## src/rtl/amgs_pkg.sv

```systemverilog
// ----------------------------------------------------------------------------
// amgs_pkg
// Shared widths, command and status codes for the adjacency matrix graph store.
// ----------------------------------------------------------------------------
package amgs_pkg;

    localparam int MAX_VERTICES_DEF = 16;

    localparam int CMD_W  = 3;
    localparam int VTX_W  = 4;
    localparam int STAT_W = 3;
    localparam int EDGE_W = 9;
    localparam int VTOT_W = 5;
    localparam int LIST_W = 16;

    typedef logic [CMD_W-1:0]  t_cmd;
    typedef logic [VTX_W-1:0]  t_vertex;
    typedef logic [STAT_W-1:0] t_status;
    typedef logic [EDGE_W-1:0] t_edge_total;
    typedef logic [VTOT_W-1:0] t_vertex_total;

    localparam t_cmd CMD_INSERT = 3'd0;
    localparam t_cmd CMD_DELETE = 3'd1;
    localparam t_cmd CMD_QUERY  = 3'd2;
    localparam t_cmd CMD_ADD    = 3'd3;
    localparam t_cmd CMD_REMOVE = 3'd4;
    localparam t_cmd CMD_LIST   = 3'd5;

    localparam t_status ST_OK      = 3'd0;
    localparam t_status ST_PRESENT = 3'd1;
    localparam t_status ST_ABSENT  = 3'd2;
    localparam t_status ST_INVALID = 3'd3;
    localparam t_status ST_FULL    = 3'd4;

    localparam t_edge_total EDGE_LIMIT = 9'd256;

endpackage

```

## src/rtl/amgs_row_mem.sv

```systemverilog
// ----------------------------------------------------------------------------
// amgs_row_mem
// Row store of the adjacency matrix: one write and one read port, registered
// read data, and a valid bit per row so that unwritten rows read as zero.
// ----------------------------------------------------------------------------
module amgs_row_mem #(
    parameter int DEPTH = amgs_pkg::MAX_VERTICES_DEF,
    parameter int WIDTH = amgs_pkg::MAX_VERTICES_DEF,
    localparam int ADDR_W = $clog2(DEPTH)
) (
    input  logic              i_clk,
    input  logic              i_rst_n,
    input  logic              i_we,
    input  logic [ADDR_W-1:0] i_waddr,
    input  logic [WIDTH-1:0]  i_wdata,
    input  logic              i_re,
    input  logic [ADDR_W-1:0] i_raddr,
    output logic [WIDTH-1:0]  o_rdata
);

    logic [WIDTH-1:0] r_mem [DEPTH];
    logic [DEPTH-1:0] r_valid;
    logic [WIDTH-1:0] r_rdata;
    logic             r_rd_ok;

    always_ff @(posedge i_clk) begin
        if (i_we) begin
            r_mem[i_waddr] <= i_wdata;
        end
        if (i_re) begin
            r_rdata <= r_mem[i_raddr];
        end
    end

    always_ff @(posedge i_clk) begin
        if (!i_rst_n) begin
            r_valid <= '0;
            r_rd_ok <= 1'b0;
        end else begin
            if (i_we) begin
                r_valid[i_waddr] <= 1'b1;
            end
            if (i_re) begin
                r_rd_ok <= r_valid[i_raddr];
            end
        end
    end

    // never-written rows read as the cleared matrix
    assign o_rdata = r_rd_ok ? r_rdata : '0;

endmodule

```

## src/rtl/adjacency_matrix_graph_store.sv

```systemverilog
// ----------------------------------------------------------------------------
// adjacency_matrix_graph_store
// Bit adjacency matrix with vertex and edge counts, driven by one command per
// start pulse. Query reads a row; insert and delete take one read-modify-write
// of a row (a second one for the mirrored row in undirected mode), the result
// registered out of the edge state, or the mirror state when mirrored. Add
// vertex, unknown codes and any command naming an invalid vertex strobe the
// cycle after start. Remove vertex walks every stored row through the row
// memory port, one row a cycle, compacting as it goes, then strobes the
// result. Listing reads the row once and then tests one column a cycle, giving
// one result per neighbour, or one empty result when there is none; it ends on
// the highest neighbour. busy is high while a command is in flight; the
// receiver cannot stall, so every result stands on the ports for the single
// cycle that o_strobe is high. The matrix is clear right after reset with no
// clearing pass. The configuration channel is ready only while busy is low.
// ----------------------------------------------------------------------------
module adjacency_matrix_graph_store #(
    parameter int MAX_VERTICES = amgs_pkg::MAX_VERTICES_DEF
) (
    input  logic                    i_clk,
    input  logic                    i_rst_n,
    input  logic                    start,
    output logic                    busy,
    input  amgs_pkg::t_cmd          i_command,
    input  amgs_pkg::t_vertex       i_source_vertex,
    input  amgs_pkg::t_vertex       i_target_vertex,
    input  logic                    i_cfg_valid,
    output logic                    o_cfg_ready,
    input  logic                    i_cfg_data,
    output logic                    o_strobe,
    output amgs_pkg::t_status       o_status,
    output logic                    o_edge_present,
    output amgs_pkg::t_vertex       o_neighbour_index,
    output logic                    o_neighbour_valid,
    output logic                    o_last_result,
    output amgs_pkg::t_edge_total   o_edge_total,
    output amgs_pkg::t_vertex_total o_vertex_total
);

    import amgs_pkg::*;

    localparam int ADDR_W = $clog2(MAX_VERTICES);
    localparam int CNT_W  = $clog2(MAX_VERTICES + 1);
    localparam int CMP_W  = (CNT_W > VTX_W) ? CNT_W : VTX_W;
    localparam int KV_W   = (ADDR_W > VTX_W) ? ADDR_W : VTX_W;
    localparam int GONE_W = $clog2(2 * MAX_VERTICES + 1);
    localparam int EXT_W  = (MAX_VERTICES > LIST_W) ? MAX_VERTICES : LIST_W;

    localparam logic [MAX_VERTICES-1:0] ROW_ONE = MAX_VERTICES'(1);

    localparam logic [2:0] S_IDLE      = 3'd0;
    localparam logic [2:0] S_EDGE      = 3'd1;
    localparam logic [2:0] S_MIRROR    = 3'd2;
    localparam logic [2:0] S_RM_WALK   = 3'd3;
    localparam logic [2:0] S_RM_LAST   = 3'd4;
    localparam logic [2:0] S_LIST_LOAD = 3'd5;
    localparam logic [2:0] S_LIST_SCAN = 3'd6;

    logic [2:0]          r_state, n_state;
    t_cmd                r_cmd, n_cmd;
    t_vertex             r_u, n_u;
    t_vertex             r_v, n_v;
    logic [ADDR_W-1:0]   r_k, n_k;
    logic [GONE_W-1:0]   r_gone, n_gone;
    logic [LIST_W-1:0]   r_row, n_row;
    t_vertex             r_col, n_col;
    logic [CNT_W-1:0]    r_vc, n_vc;
    t_edge_total         r_ec, n_ec;
    logic                r_dir;
    logic                r_strobe;

    logic                emit;
    t_status             e_status;
    logic                e_present;
    t_vertex             e_nidx;
    logic                e_nvalid;
    logic                e_last;

    logic                    mem_we;
    logic [ADDR_W-1:0]       mem_waddr;
    logic [MAX_VERTICES-1:0] mem_wdata;
    logic                    mem_re;
    logic [ADDR_W-1:0]       mem_raddr;
    logic [MAX_VERTICES-1:0] mem_rdata;

    logic                    u_ok, v_ok, full, is_ins, rd_bit_v, k_is_v, k_more, scan_bit;
    logic [MAX_VERTICES-1:0] bit_u_mask, bit_v_mask, low_mask, dropped;
    logic [CNT_W-1:0]        row_pop;
    logic [EXT_W-1:0]        d_ext;
    logic [LIST_W-1:0]       win, scan_mask;

    amgs_row_mem #(
        .DEPTH (MAX_VERTICES),
        .WIDTH (MAX_VERTICES)
    ) u_rows (
        .i_clk   (i_clk),
        .i_rst_n (i_rst_n),
        .i_we    (mem_we),
        .i_waddr (mem_waddr),
        .i_wdata (mem_wdata),
        .i_re    (mem_re),
        .i_raddr (mem_raddr),
        .o_rdata (mem_rdata)
    );

    assign u_ok   = CMP_W'(i_source_vertex) < CMP_W'(r_vc);
    assign v_ok   = CMP_W'(i_target_vertex) < CMP_W'(r_vc);
    assign full   = r_vc == CNT_W'(MAX_VERTICES);
    assign is_ins = r_cmd == CMD_INSERT;

    assign bit_u_mask = ROW_ONE << r_u;
    assign bit_v_mask = ROW_ONE << r_v;
    assign rd_bit_v   = |(mem_rdata & bit_v_mask);

    // close the gap left by column v: bits above it move down one place
    assign low_mask = bit_v_mask - ROW_ONE;
    assign dropped  = (mem_rdata & low_mask) | ((mem_rdata >> 1) & ~low_mask);

    assign k_is_v = KV_W'(r_k) == KV_W'(r_v);
    assign k_more = (CNT_W'(r_k) + CNT_W'(1)) < r_vc;

    assign d_ext     = EXT_W'(mem_rdata);
    assign win       = d_ext[LIST_W-1:0];
    assign scan_mask = LIST_W'(1) << r_col;
    assign scan_bit  = |(r_row & scan_mask);

    always_comb begin
        row_pop = '0;
        for (int j = 0; j < MAX_VERTICES; j++) begin
            row_pop = row_pop + CNT_W'(mem_rdata[j]);
        end
    end

    always_comb begin
        n_state   = r_state;
        n_cmd     = r_cmd;
        n_u       = r_u;
        n_v       = r_v;
        n_k       = r_k;
        n_gone    = r_gone;
        n_row     = r_row;
        n_col     = r_col;
        n_vc      = r_vc;
        n_ec      = r_ec;
        emit      = 1'b0;
        e_status  = ST_OK;
        e_present = 1'b0;
        e_nidx    = '0;
        e_nvalid  = 1'b0;
        e_last    = 1'b1;
        mem_we    = 1'b0;
        mem_waddr = '0;
        mem_wdata = '0;
        mem_re    = 1'b0;
        mem_raddr = '0;

        case (r_state)
            S_IDLE: begin
                if (start) begin
                    n_cmd = i_command;
                    n_u   = i_source_vertex;
                    n_v   = i_target_vertex;
                    case (i_command)
                        CMD_INSERT, CMD_DELETE, CMD_QUERY: begin
                            if (u_ok && v_ok) begin
                                mem_re    = 1'b1;
                                mem_raddr = ADDR_W'(i_source_vertex);
                                n_state   = S_EDGE;
                            end else begin
                                emit     = 1'b1;
                                e_status = ST_INVALID;
                            end
                        end
                        CMD_ADD: begin
                            // rows and columns past the count are already clear
                            emit = 1'b1;
                            if (full) begin
                                e_status = ST_FULL;
                            end else begin
                                n_vc = r_vc + CNT_W'(1);
                            end
                        end
                        CMD_REMOVE: begin
                            if (v_ok) begin
                                mem_re    = 1'b1;
                                mem_raddr = '0;
                                n_k       = '0;
                                n_gone    = '0;
                                n_state   = S_RM_WALK;
                            end else begin
                                emit     = 1'b1;
                                e_status = ST_INVALID;
                            end
                        end
                        CMD_LIST: begin
                            if (v_ok) begin
                                mem_re    = 1'b1;
                                mem_raddr = ADDR_W'(i_target_vertex);
                                n_state   = S_LIST_LOAD;
                            end else begin
                                emit     = 1'b1;
                                e_status = ST_INVALID;
                            end
                        end
                        default: begin
                            emit = 1'b1;
                        end
                    endcase
                end
            end

            S_EDGE: begin
                if (r_cmd == CMD_QUERY) begin
                    emit      = 1'b1;
                    e_present = rd_bit_v;
                    n_state   = S_IDLE;
                end else if (is_ins == rd_bit_v) begin
                    emit     = 1'b1;
                    e_status = is_ins ? ST_PRESENT : ST_ABSENT;
                    n_state  = S_IDLE;
                end else begin
                    mem_we    = 1'b1;
                    mem_waddr = ADDR_W'(r_u);
                    mem_wdata = is_ins ? (mem_rdata | bit_v_mask) : (mem_rdata & ~bit_v_mask);
                    if (is_ins) begin
                        if (r_ec < EDGE_LIMIT) begin
                            n_ec = r_ec + 9'd1;
                        end
                    end else if (r_ec != '0) begin
                        n_ec = r_ec - 9'd1;
                    end
                    // a self loop is its own mirror
                    if (!r_dir && (r_u != r_v)) begin
                        mem_re    = 1'b1;
                        mem_raddr = ADDR_W'(r_v);
                        n_state   = S_MIRROR;
                    end else begin
                        emit    = 1'b1;
                        n_state = S_IDLE;
                    end
                end
            end

            S_MIRROR: begin
                mem_we    = 1'b1;
                mem_waddr = ADDR_W'(r_v);
                mem_wdata = is_ins ? (mem_rdata | bit_u_mask) : (mem_rdata & ~bit_u_mask);
                emit      = 1'b1;
                n_state   = S_IDLE;
            end

            S_RM_WALK: begin
                // row k is on the read port; write it back one place down if past v, drop it if it is v
                if (k_is_v) begin
                    n_gone = r_gone + GONE_W'(row_pop);
                end else begin
                    n_gone    = r_gone + GONE_W'(r_dir && rd_bit_v);
                    mem_we    = 1'b1;
                    mem_waddr = (KV_W'(r_k) > KV_W'(r_v)) ? (r_k - ADDR_W'(1)) : r_k;
                    mem_wdata = dropped;
                end
                if (k_more) begin
                    mem_re    = 1'b1;
                    mem_raddr = r_k + ADDR_W'(1);
                    n_k       = r_k + ADDR_W'(1);
                end else begin
                    n_state = S_RM_LAST;
                end
            end

            S_RM_LAST: begin
                mem_we    = 1'b1;
                mem_waddr = ADDR_W'(r_vc - CNT_W'(1));
                mem_wdata = '0;
                n_ec      = (EDGE_W'(r_gone) >= r_ec) ? '0 : (r_ec - EDGE_W'(r_gone));
                n_vc      = r_vc - CNT_W'(1);
                emit      = 1'b1;
                n_state   = S_IDLE;
            end

            S_LIST_LOAD: begin
                n_row = win;
                n_col = '0;
                if (win == '0) begin
                    emit    = 1'b1;
                    n_state = S_IDLE;
                end else begin
                    n_state = S_LIST_SCAN;
                end
            end

            S_LIST_SCAN: begin
                // drop each neighbour as it goes out; the last one ends the list
                if (scan_bit) begin
                    n_row    = r_row & ~scan_mask;
                    emit     = 1'b1;
                    e_nidx   = r_col;
                    e_nvalid = 1'b1;
                    e_last   = n_row == '0;
                    if (n_row == '0) begin
                        n_state = S_IDLE;
                    end
                end
                n_col = r_col + VTX_W'(1);
            end

            default: begin
                n_state = S_IDLE;
            end
        endcase
    end

    always_ff @(posedge i_clk) begin
        if (!i_rst_n) begin
            r_state  <= S_IDLE;
            r_vc     <= '0;
            r_ec     <= '0;
            r_dir    <= 1'b0;
            r_strobe <= 1'b0;
        end else begin
            r_state  <= n_state;
            r_vc     <= n_vc;
            r_ec     <= n_ec;
            r_strobe <= emit;
            if (i_cfg_valid && o_cfg_ready) begin
                r_dir <= i_cfg_data;
            end
        end
    end

    always_ff @(posedge i_clk) begin
        r_cmd  <= n_cmd;
        r_u    <= n_u;
        r_v    <= n_v;
        r_k    <= n_k;
        r_gone <= n_gone;
        r_row  <= n_row;
        r_col  <= n_col;
        if (emit) begin
            o_status          <= e_status;
            o_edge_present    <= e_present;
            o_neighbour_index <= e_nidx;
            o_neighbour_valid <= e_nvalid;
            o_last_result     <= e_last;
        end
    end

    assign busy           = r_state != S_IDLE;
    // hold the mode word off while a command is walking the matrix
    assign o_cfg_ready    = !busy;
    assign o_strobe       = r_strobe;
    assign o_edge_total   = r_ec;
    assign o_vertex_total = VTOT_W'(r_vc);

    // a word that is not the last of its command leaves the block still working
    assert property (@(posedge i_clk) disable iff (!i_rst_n)
        (o_strobe && !o_last_result) |-> busy)
        else $error("non-final result with the block idle");

    assert property (@(posedge i_clk) disable iff (!i_rst_n)
        (start && !busy) |=> (o_strobe || busy))
        else $error("accepted command neither answered nor in progress");

    assert property (@(posedge i_clk) disable iff (!i_rst_n)
        r_vc <= CNT_W'(MAX_VERTICES))
        else $error("vertex count past capacity");

    assert property (@(posedge i_clk) disable iff (!i_rst_n)
        r_ec <= EDGE_LIMIT)
        else $error("edge count past its limit");

    assert property (@(posedge i_clk) disable iff (!i_rst_n)
        (o_strobe && o_neighbour_valid) |-> (o_status == ST_OK && !o_edge_present))
        else $error("neighbour word with a bad status");

endmodule
```

## config.mk

```make
export PLATFORM = sky130hd
export DESIGN_NAME = adjacency_matrix_graph_store
export DESIGN_NICKNAME = d
export VERILOG_FILES = /design/src/rtl/amgs_pkg.sv /design/src/rtl/amgs_row_mem.sv /design/src/rtl/adjacency_matrix_graph_store.sv
export SDC_FILE = /design/constraint.sdc
export NUM_CORES = 1
export LEC_CHECK = 0
export BUFFER_PORTS_ARGS = -buffer_cell sky130_fd_sc_hd__buf_4
export CORE_UTILIZATION = 40
export DETAILED_ROUTE_END_ITERATION = 8
export RECOVER_POWER = 100
export SLEW_MARGIN = 20
export SYNTH_ARGS = -nofsm -noshare
export SYNTH_HDL_FRONTEND = slang
export SYNTH_SLANG_ARGS = --single-unit
```

## constraint.sdc

```tcl
create_clock -name i_clk -period 4.2 [get_ports i_clk]
set_input_delay 0.21 -clock i_clk [delete_from_list [all_inputs] [get_ports i_clk]]
set_output_delay 0.21 -clock i_clk [all_outputs]
set_load 0.02 [all_outputs]
```

* After elaboration in Yosys (flattened, before gate mapping)
Memory sizes are Yosys's and may differ from the RTL's. A register that Yosys moved wholly into a read port is not among the register bits.
Cells that the tools add are included.
** Word-level totals
- Flip-flop bits (word level) :: 87
- Memory bits (writable) :: 256
- Output and inout port bits :: 27
- Logic and storage cells :: 235
- Memories kept :: 1
** Memories
- u_rows.r_mem :: depth 16, width 16, read ports 1, clocked after memory_dff 1, wr ports 1, line amgs_row_mem.sv:21 : logic [WIDTH-1:0] r_mem [DEPTH];
** Operators by class
- $add $sub $neg :: 27
- $lt $le $gt $ge :: 9
- Equality and inequality tests :: 33
- Shift-type cells :: 3
- Mux-type cells :: 96
- Bitwise gates (word level) :: 15
- Reduce and logical (&&, ||, !) cells :: 32
** Operators with widths (count)
- 16-bit 2-to-1 mux :: 7
- 16-bit bitwise AND :: 6
- 16-bit NOT :: 4
- 16-bit bitwise OR :: 4
- 4-bit 2-to-1 mux :: 15
- 5-bit by 1-bit adder with 5-bit output :: 11
- 9-bit 2-to-1 mux :: 6
- 16-bit case mux with 3 select lines :: 1
- 1-bit by 4-bit << shifter with 16-bit output, first input constant :: 3
- 16-bit logical NOT :: 2
- 16-bit case mux with 2 select lines :: 1
- 16-bit OR reduction :: 2
- 3-bit 2-to-1 mux :: 10
- 6-bit 2-to-1 mux :: 4
- 4-bit case mux with 2 select lines :: 3
- 1-bit 2-to-1 mux :: 22
- 2-bit != test, second input constant :: 9
- 3-bit case mux with 3 select lines :: 2
- 9-bit case mux with 2 select lines :: 1
- 15-bit by 16-bit bitwise AND with 16-bit output :: 1
- 2-bit 2-to-1 mux :: 8
- 4-bit case mux with 4 select lines :: 1
- 16-bit by 1-bit subtractor with 16-bit output, second input constant :: 1
- 3-bit by 2-bit == test with 1-bit output, second input constant :: 5
- other kinds (53) :: 86

* Depth between registers and ports, before layout
Gate-level depths: netlist of the first run.
- Word-level depth :: 19
- Gate-level depth with buffers :: 21
- Mapped depth without buffers :: 18

* Hierarchy
A second synthesis of the first run with hierarchy kept.
** Unflattened totals
- Cells, all modules :: 1327
- Area, all modules :: 17884.7 um^2
** By module, submodules not included
- amgs_row_mem :: instances 1, cells each 463, area an instance 10920.5 um^2, sequential area each 8508.2 um^2
- adjacency_matrix_graph_store :: instances 1, cells each 864, area an instance 6964.2 um^2, sequential area each 1911.8 um^2

* Least setup slack after synthesis of the first run
No wires, ideal clock.
- Kind :: register to register
- Start :: reg u_rows.r_rd_ok
- End :: reg r_gone[5], data pin
- Library setup time :: 0.256 ns
- Data arrival time :: 4.321 ns
- Data required time :: 3.944 ns
- Slack :: -0.377 ns
- Stages on the path, launching flop included :: 19
- Path buffers :: 2
- Period minus slack after synthesis :: 4.577 ns
- Cells stage by stage :: dfxtp_1 -> clkbuf_1 -> clkbuf_1 -> nand2_1 -> inv_1 -> fa_1 -> inv_1 -> fa_1 -> fa_1 -> fa_1 -> inv_1 -> fa_1 -> a21o_1 -> a21oi_1 -> nor2b_1 -> o21a_1 -> o31ai_1 -> xnor2_1 -> nor2_1
** On the way
- Cells in the longest elaborated chain, start to end :: 19
** RTL lines
- start: declaration :: line amgs_row_mem.sv:24 : logic r_rd_ok;
- start signal: assignment :: line amgs_row_mem.sv:44 : r_rd_ok <= r_valid[i_raddr];
- 16-bit 2-to-1 mux (*) :: line amgs_row_mem.sv:50 : assign o_rdata = r_rd_ok ? r_rdata : '0;
- 1-bit by 1-bit adder with 2-bit output :: line adjacency_matrix_graph_store.sv:130 : row_pop = row_pop + CNT_W'(mem_rdata[j]);
- 2-bit by 1-bit adder with 3-bit output :: line adjacency_matrix_graph_store.sv:130
- 3-bit by 1-bit adder with 4-bit output :: line adjacency_matrix_graph_store.sv:130
- 4-bit by 1-bit adder with 5-bit output :: line adjacency_matrix_graph_store.sv:130
- 5-bit by 1-bit adder with 5-bit output (11 in series) :: line adjacency_matrix_graph_store.sv:130
- 6-bit by 5-bit adder with 6-bit output :: line adjacency_matrix_graph_store.sv:255 : n_gone = r_gone + GONE_W'(row_pop);
- 6-bit 2-to-1 mux (*) :: line adjacency_matrix_graph_store.sv:254 : if (k_is_v) begin
- 6-bit case mux with 2 select lines (*) :: line adjacency_matrix_graph_store.sv:157 : case (r_state)
- end signal: assignment :: line adjacency_matrix_graph_store.sv:336 : r_gone <= n_gone;
- end: declaration :: line adjacency_matrix_graph_store.sv:64 : logic [GONE_W-1:0] r_gone, n_gone;
Mark *: on every way between the ends. The rest lies on a longest branch, timed or not.
A chain may end at the register's enable or synchronous reset.

* Worst setup path in the final report of the first run
Ends and elaborated chain as after synthesis.

==> out/qor.yml, run 1 <==
global_route:
  globalRouteOverflowTotal: 0
  track_usage: 0.216
  grt_pass1_wl_um: 77700
  grt_start_max_net_pins: 60
  grt_pass1_vias: 13100
  antenna_found_initial: 0
worst_setup_path:
  crit_top_cell: "fa_1"
  slowest_delay_ns: 0.58
  crit_path_end_kind: "register"
  cp_slowest_cell: "fa_1"
  cp.arrival_ns: 4.50
  start_kind: "register"
  path_max_fanout: 5
  worstSetupPathType: "reg -> reg"
  crit_chain: "buf_6, nand2_2, fa_1, fa_1, fa_1, fa_1, inv_2, fa_2, a21o_1, a21oi_2, nor2b_1, o21a_1, o31ai_2, xnor2_1, nor2_1"
  required_ns: 4.51
clocking:
  clock_latency_ns: 0.56
  cts_buffers: 38
  cts_sinks: 359
  htreeDepth: 2
  clk_pin_slew_ns: 0.06
  clk_path_buf_depth: 3
  cts-root-buf: "clkbuf_16"
  cts_tree: "yes"
finish:
  fin_util: 0.485
  drive_above_1_share: 0.198
  nets: 1833
  n_fill_cell: 4073
  area_growth_pct: 19.7
  diodes: 0
floorplanning:
  initial_utilization: 0.405
  dieArea_um2: 46800
  die_x_um: 216
  die_height_um: 216
  rows: 78
  ioPinCount: 43
  core_um2: 45400
sta:
  worst_slack_ns: 0.0140
  finalSetupViolations: 0
  max_freq_ghz: 0.239
  rsz0062_at_grt: "yes"
  hold_viol_final: 0
  slew_headroom: 0.518
  drv_slew: 0
  finClkSkew_ns: 0.0171
  tightestPinTransition_ns: 0.722
  min_period_ns: 4.19
  min_period_over_period: 0.997
detailed_routing:
  finalWirelength_um: 51100
  first_iter_violations: 1257
  wl_met2_um: 25000
  wl_met3_um: 2660
  ant_nets: 0
  top_layer_used: "met4"
  dr_total_vias: 13400
  drc: 0
  wl_per_cell_um: 21.5
  dr.pass1.iters: 5
  wl_met1_um: 22500
  drt-vias-per-instance: 5.65
yosys:
  yosysUniqueCellTypes: 85
  synthCells: 1585
  synthArstFlopShare: 0
  seq_area_frac_synth: 0.567
  yosys_warnings: 0
  ys_seq_elements: 359
  netlist_area_um2: 18400
  ys.flop_type: "edfxtp_1"
  syn_avg_cell_area_um2: 11.6
  synth_edf_count: 323
  synth_fp_nets: 1667
min_path:
  min_path_type: "in -> reg"
pwr:
  leakagePower_nw: 7.99
  p_per_area_nw_per_um2: 354
  peakVddDrop_uv: 355
status:
  outcome: "finished, final reports clean"
run:
  maxCapViolations: 0
placement:
  hpwl_um: 34400
  portBuffers: 42
  gp_congestion: 0.924
  place_ws_ns: -0.104
## state kept, by name, summed over array words and instances, names as in the netlist
name	count
o_strobe	1
o_neighbour_valid	1
o_vertex_total	5
r_state	3
o_status	3
r_u	4
r_v	4
r_row	16
o_neighbour_index	4
r_k	4
r_gone	6
u_rows.r_mem	256
r_dir	1
u_rows.r_valid	16
r_col	4
o_last_result	1
r_cmd	3
u_rows.r_rdata	16
o_edge_present	1
u_rows.r_rd_ok	1
o_edge_total	9
## area by class of cell
type                    instances  area, um^2  area share
clock inverters                20         246      0.0112
flip-flops and latches        359       10400       0.474
inverters                      56         213     0.00966
repair buffers                220        1960      0.0890
clock buffers                  49        1030      0.0469
multi-input cells            1076        7390       0.336
well taps                     600         751      0.0341
## final timing paths
kind                      start                 end  slack (ns)  cells after the start
max              u_rows.r_rd_ok           r_gone[5]        0.01                     15
min                     i_rst_n  u_rows.r_valid[15]        0.05                      2
max reg2reg      u_rows.r_rd_ok           r_gone[5]        0.01                     15
min reg2reg  u_rows.r_valid[15]  u_rows.r_valid[15]        0.46                      1
## cells in the mapped netlist, types with 32 or more instances
cell,number,area [um^2]
ha_1,52,651
a21oi_1,60,300
dfxtp_1,36,721
a211oi_1,51,383
clkbuf_1,47,176
o21ai_0,88,440
a31oi_1,38,238
edfxtp_1,323,9700
nand3_1,32,160
nor2_1,97,364
inv_1,53,199
nand2_1,188,706
and2_1,48,300
mux2i_1,49,490
## placed cells by master (no fill, tap or decap), types with 21 or more instances in the layout
cell type	instances
buf_4	168
nand2_1	183
ha_1	51
buf_12	21
and2_1	48
dfxtp_1	35
a21oi_1	57
nand3_1	32
clkbuf_16	41
a31oi_1	38
inv_1	46
a211oi_1	51
o21ai_0	83
nor2_1	80
and3_1	24
o32ai_1	21
nor3_1	28
o21a_1	25
mux2i_1	48
a22oi_1	23
edfxtp_1	323
## stage by stage
step	TNS (ns)	std cells	hold slack [ns]	total power, mW	area [um^2]
global placement	-0.0186	2291	0.428	4.40	20500
CTS	0	2374	0.0174	7.86	21900
detailed placement	-0.162	2291	0.427	4.40	20500
floorplan	-3.12	1585	0.309	4.24	18400
global route	-0.166	2380	0.0453	8.02	22000
finish	0	2380	0.0522	7.79	22000
## report_power, final
group	total (mW)	internal (mW)	switching [mW]
clock	3.44	2.01	1.43
sequential	3.90	3.87	0.0290
combinational	0.444	0.181	0.263
## logic make-up after synthesis
group                      synth area share
AOI/OAI and AO/OA                     0.154
DFF                                   0.567
adders and majority gates            0.0506
and+or+nand+nor                       0.132
muxes                                0.0395
buffers and inverters                0.0401
xor gates and xnor gates             0.0162
## timing repair
item	in CTS	in global routing
pin swaps	0	12
endpoints found under the hold margin	12	0
resized for setup	3	23
setup endpoints to repair	2	100
gates cloned	0	2
setup buffers	0	4
hold buffers	14	0
## metal layers
| layer | global-route usage | vias to the layer above |
|---|---|---|
| met1 | 0.291 | 6708 |
| met4 | 0.0580 | 0 |
| li1 | - | 6302 |
| met3 | 0.0356 | 68 |
| met5 | 0 | - |
| met2 | 0.360 | 371 |
## critical path, delay by kind of cell, from the launching register on
| kind | cells | cell delay (ns) |
|---|---|---|
| DFF | 1 | 0.38 |
| xor gates and xnor gates | 1 | 0.15 |
| adders and majority gates | 5 | 2.37 |
| AOI/OAI and AO/OA | 4 | 0.72 |
| and+or+nand+nor | 3 | 0.17 |
| buffers and inverters | 2 | 0.16 |
No activity file was read; power rests on OpenSTA's default activity.
==> run 2, diff against run 1 <==
--- a/config.mk
+++ b/config.mk
@@ -9,6 +9,7 @@
 export CORE_UTILIZATION = 40
 export DETAILED_ROUTE_END_ITERATION = 8
 export RECOVER_POWER = 100
+export REMOVE_ABC_BUFFERS = 1
 export SLEW_MARGIN = 20
 export SYNTH_ARGS = -nofsm -noshare
 export SYNTH_HDL_FRONTEND = slang
==> run 2 against run 1 <==
  * Clock-buffer cell count shrank 1
  * Critical endpoint unchanged
  * The run now ends with negative setup slack left
  * Setup slack worse by 0.023 ns
  * Critical path depth unchanged
  * Critical path type unchanged
  * Largest power group unchanged
==> out/qor.yml, run 2 (synthesis gave the netlist of run 1 again) <==
status:
  outcome: "finished, violations left"
  violations: "negative setup slack"
worst_setup_path:
  crit_top_cell: "fa_1"
  r2r_cells: 15  # unchanged
  required_ns: 4.51  # about the same
  path_max_fanout: 6  # +1
  ff2ff_setup_slack_ns: -0.009  # -0.02 ns
  slowest_delay_ns: 0.55  # -0.03 ns
  cp.arrival_ns: 4.52  # +0.02 ns
  critPathTopFamily: "adder cells"
  crit_path_end_kind: "register"
  path_depth: 15  # unchanged
  cp_slowest_cell: "fa_1"
  worstSetupPathType: "reg -> reg"
  cp_num_buf_inv: 2  # unchanged
  crit_chain: "buf_6, nand2_4, fa_1, fa_1, fa_1, fa_1, inv_1, fa_2, a21o_1, a21oi_2, nor2b_1, o21a_1, o31ai_2, xnor2_1, nor2_1"
  start_kind: "register"
clocking:
  htreeDepth: 2  # unchanged
  cts-root-buf: "clkbuf_16"
  cts_buffers: 41  # +7.9%
  cts_tree: "yes"
  cts_sinks: 359  # unchanged
  clock_latency_ns: 0.57  # about the same
  clk_pin_slew_ns: 0.06  # about the same
  clk_path_buf_depth: 3  # unchanged
global_route:
  antenna_found_initial: 0  # unchanged
  track_usage: 0.219  # +0.00284
  grt_pass1_wl_um: 78500  # +1.1%
  grt_start_max_net_pins: 59  # -1.7%
  globalRouteOverflowTotal: 0  # unchanged
  grt_pass1_vias: 13200  # +0.97%
sta:
  drv_slew: 0  # unchanged
  tightestPinTransition_ns: 1.26  # +0.533 ns
  hold_viol_final: 0  # unchanged
  min_period_ns: 4.21  # +0.0235 ns
  holdWs_ns: 0.0621  # +0.00994 ns
  worst_slack_ns: -0.00948  # -0.0235 ns
  slew_headroom: 0.163  # -0.355
  finalSetupViolations: 1  # +1
  max_freq_ghz: 0.238  # -0.56%
  finClkSkew_ns: 0.0106  # -0.00647 ns
  rsz0062_at_grt: "yes"
  min_period_over_period: 1.00  # +0.00559
pwr:
  p_per_area_nw_per_um2: 361  # +2.0%
  leakagePower_nw: 7.78  # -2.7%
  finalPower_mw: 7.84  # +0.60%
  peakVddDrop_uv: 361  # +1.9%
detailed_routing:
  finalWirelength_um: 51300  # +0.40%
  drc: 0  # unchanged
  ant_nets: 0  # unchanged
  wl_per_cell_um: 21.7  # +1.2%
  drt-vias-per-instance: 5.73  # +1.5%
  first_iter_violations: 1211  # -3.7%
  dr_total_vias: 13500  # +0.71%
  dr.pass1.iters: 6  # +1
placement:
  hpwl_um: 34500  # +0.44%
  place_ws_ns: -0.317  # -0.214 ns
  portBuffers: 42  # unchanged
  gp_congestion: 0.917  # -0.78%
floorplanning:
  initial_utilization: 0.405  # unchanged
  die_height_um: 216  # unchanged
  core_um2: 45400  # unchanged
  die_x_um: 216  # unchanged
  dieArea_um2: 46800  # unchanged
  ioPinCount: 43  # unchanged
  rows: 78  # unchanged
min_path:
  holdPathStages: 3  # +1
  min_path_type: "in -> reg"
finish:
  diodes: 0  # unchanged
  largest_reg_flops: 256  # unchanged
  fin_util: 0.479  # -0.00653
  area_growth_pct: 18.1
  mostFrequentLayoutCells: "edfxtp_1 (323), nand2_1 (186), buf_4 (98)"
  nets: 1813  # -1.1%
  n_fill_cell: 4076  # +0.074%
  largest-register: "u_rows.r_mem"
  final_common_cell: "edfxtp_1"
  drive_above_1_share: 0.159  # -0.0388
run:
  maxCapViolations: 0  # unchanged
==> run 2: tightest hold or removal path, stage by stage <==
cell and delay, ns:
buf_4 0.14, nand2_4 0.06, nor4_1 0.05
==> run 2: area by class of cell <==
type / instances / area (um^2) / area share
clock buffers: 48 / 1080 / 0.0499
clock inverters: 26 / 244 / 0.0112
inverters: 56 / 211 / 0.00974
multi-input cells: 1076 / 7320 / 0.337
flip-flops and latches: 359 / 10400 / 0.480
well taps: 600 / 751 / 0.0346
repair buffers: 197 / 1690 / 0.0777
==> run 2: what timing repair did <==
item | in CTS | in global routing
pin swaps | 3 | 4
cloned | 0 | 1
endpoints found under the hold margin | 13 | 0
buffers inserted | 2 | 5
hold buffers | 14 | 0
gates resized for setup | 5 | 19
setup endpoints to repair | 2 | 55
==> run 2: routing by layer <==
layer,up-vias,wire length [um],GRT usage,share of wire
li1,6257,-,-,-
met1,6745,22400,0.294,0.44
met4,0,1210,0.0657,0.023
met2,445,24900,0.365,0.49
met3,97,2820,0.0327,0.055
met5,-,0,0,0
==> run 2: report_power, final <==
group / total (mW) / switching [mW] / internal (mW) / leakage, nW
clock: 3.52 / 1.47 / 2.05 / 0.642
sequential: 3.90 / 0.0281 / 3.87 / 3.28
combinational: 0.418 / 0.258 / 0.160 / 3.86
==> run 2: final timing paths <==
kind / to / from
setup reg to reg: r_gone[5] / u_rows.r_rd_ok
setup / recovery: r_gone[5] / u_rows.r_rd_ok
hold reg to reg: u_rows.r_valid[11] / u_rows.r_valid[11]
hold / removal: o_status[2] / start
==> run 2: per-stage QoR <==
step                cell area [um^2]  instances  setup TNS, ns
finish                         21700       2362       -0.00948
global route                   21700       2362         -0.590
CTS                            21800       2356              0
detailed placement             20300       2266         -0.464
global placement               20300       2266         -0.348
floorplan                      17900       1491         -48.85
==> run 3, diff against run 2 <==
--- a/config.mk
+++ b/config.mk
@@ -10,6 +10,7 @@
 export DETAILED_ROUTE_END_ITERATION = 8
 export RECOVER_POWER = 100
 export REMOVE_ABC_BUFFERS = 1
+export SKIP_LAST_GASP = 1
 export SLEW_MARGIN = 20
 export SYNTH_ARGS = -nofsm -noshare
 export SYNTH_HDL_FRONTEND = slang
==> run 3 against run 2 <==
  * The run still ends with negative setup slack left
  * Total power about the same
  * Final area about the same
  * Critical endpoint unchanged
  * Sequential share of layout area about the same
  * Sequential power about the same
==> out/qor.yml, run 3 (synthesis gave the netlist of run 1 again) <==
clocking:
  clock_latency_ns: 0.57  # about the same
  clk_pin_slew_ns: 0.06  # about the same
  htreeDepth: 2  # unchanged
  clk_path_buf_depth: 3  # unchanged
  cts_tree: "yes"
  cts_buffers: 41  # unchanged
  cts-root-buf: "clkbuf_16"
  cts_sinks: 359  # unchanged
worst_setup_path:
  cp_num_buf_inv: 2  # unchanged
  slowest_delay_ns: 0.55  # about the same
  critPathTopFamily: "adder cells"
  crit_top_cell: "fa_1"
  crit_path_end_kind: "register"
  worstSetupPathType: "reg -> reg"
  cp_slowest_cell: "fa_1"
  start_kind: "register"
  required_ns: 4.51  # about the same
  path_max_fanout: 6  # unchanged
  cp.arrival_ns: 4.53  # about the same
  crit_chain: "buf_6, nand2_2, fa_1, fa_1, fa_1, fa_1, inv_1, fa_2, a21o_1, a21oi_2, nor2b_1, o21a_1, o31ai_2, xnor2_1, nor2_1"
floorplanning:
  die_height_um: 216  # unchanged
  initial_utilization: 0.405  # unchanged
  core_um2: 45400  # unchanged
  die_x_um: 216  # unchanged
  dieArea_um2: 46800  # unchanged
  rows: 78  # unchanged
  ioPinCount: 43  # unchanged
detailed_routing:
  dr_total_vias: 13500  # -0.066%
  finalWirelength_um: 51400  # +0.12%
  drt-vias-per-instance: 5.73  # about the same
  wl_per_cell_um: 21.7  # +0.12%
  first_iter_violations: 1271  # +5.0%
  dr.pass1.iters: 6  # unchanged
  drc: 0  # unchanged
  ant_nets: 0  # unchanged
pwr:
  p_per_area_nw_per_um2: 361  # about the same
  peakVddDrop_uv: 361  # about the same
  finalPower_mw: 7.83  # about the same
  leakagePower_nw: 7.77  # about the same
global_route:
  antenna_found_initial: 0  # unchanged
  grt_pass1_wl_um: 78500  # unchanged
  track_usage: 0.219  # unchanged
  grt_pass1_vias: 13200  # unchanged
  globalRouteOverflowTotal: 0  # unchanged
  grt_start_max_net_pins: 59  # unchanged
sta:
  rsz0062_at_grt: "yes"
  min_period_ns: 4.22  # +0.00748 ns
  slew_headroom: 0.147  # -0.0157
  min_period_over_period: 1.00  # +0.00178
  finalSetupViolations: 1  # unchanged
  holdWs_ns: 0.0601  # -0.00198 ns
  worst_slack_ns: -0.0170  # -0.00748 ns
  finClkSkew_ns: 0.0112  # +0.000580 ns
  hold_viol_final: 0  # unchanged
  drv_slew: 0  # unchanged
  tightestPinTransition_ns: 1.28  # +0.0236 ns
  max_freq_ghz: 0.237  # -0.18%
run:
  maxCapViolations: 0  # unchanged
status:
  outcome: "finished, violations left"
  violations: "negative setup slack"
finish:
  area_growth_pct: 18.0  # about the same
  multi_input_area_um2: 7300  # -0.17%
  n_fill_cell: 4073  # -0.074%
  seq_area_um2: 10400  # unchanged
  diodes: 0  # unchanged
  largest-register: "u_rows.r_mem"
  largest_reg_flops: 256  # unchanged
  nets: 1813  # unchanged
  fin_util: 0.478  # about the same
  drive_above_1_share: 0.158  # -0.00170
  mostFrequentLayoutCells: "edfxtp_1 (323), nand2_1 (186), buf_4 (98)"
  final_common_cell: "edfxtp_1"
placement:
  hpwl_um: 34500  # unchanged
  gp_congestion: 0.917  # unchanged
  place_ws_ns: -0.317  # unchanged
  portBuffers: 42  # unchanged
min_path:
  min_path_type: "in -> reg"
[run 3: cell types whose count changed in the layout (fill, tap and decap cells not counted)]
| cell | previous run | this run |
|---|---|---|
| inv_1 | 53 | 55 |
| inv_2 | 2 | 0 |
| a21boi_0 | 6 | 5 |
| a21boi_2 | 0 | 1 |
| nand2_2 | 3 | 4 |
| nand2_4 | 2 | 1 |
| o22ai_1 | 9 | 10 |
| o22ai_2 | 1 | 0 |
| or3_1 | 7 | 8 |
| or3_4 | 2 | 1 |
[run 3: worst min-delay path: stages]
cell and delay (ns):
buf_4 0.14, nand2_4 0.06, nor4_1 0.05
[run 3: cell type report]
| type | instances | share of cell area |
|---|---|---|
| multi-input cells | 1076 | 0.337 |
| well taps | 600 | 0.0346 |
| repair buffers | 197 | 0.0777 |
| flip-flops and latches | 359 | 0.480 |
| clock inverters | 26 | 0.0112 |
| clock buffers | 48 | 0.0499 |
| inverters | 56 | 0.00974 |
[run 3: report_power, final]
group | switching (mW) | internal (mW)
logic | 0.258 | 0.160
clock network | 1.47 | 2.05
registers | 0.0281 | 3.87
total | 1.75 | 6.08
[run 3: per-layer routing]
layer  track usage  vias up  wire (um)
met5             0        -          0
met2         0.365      470      24900
met3        0.0327       95       3040
met1         0.294     6704      22200
met4        0.0657        0       1200
li1              -     6266          -
[run 3: final timing paths]
| kind | startpoint | cells past startpoint | slack [ns] | to |
|---|---|---|---|---|
| min reg2reg | u_rows.r_valid[11] | 1 | 0.46 | u_rows.r_valid[11] |
| min | start | 3 | 0.06 | o_status[2] |
| max reg2reg | u_rows.r_rd_ok | 15 | -0.02 | r_gone[5] |
| max | u_rows.r_rd_ok | 15 | -0.02 | r_gone[5] |
[run 3: through the flow]
step                instances  TNS (ns)  area [um^2]
finish                   2362   -0.0170        21700
global route             2362     -1.46        21700
CTS                      2356   -0.0188        21800
detailed placement       2266    -0.464        20300
global placement         2266    -0.348        20300
floorplan                1491    -48.85        17900
[run 3: timing repair]
item	in CTS	in global routing
resized for setup	4	16
gates cloned	0	1
pin swaps	3	4
buffers inserted	2	5
hold endpoints to repair	13	0
hold buffers	14	0
setup endpoints to repair	2	56
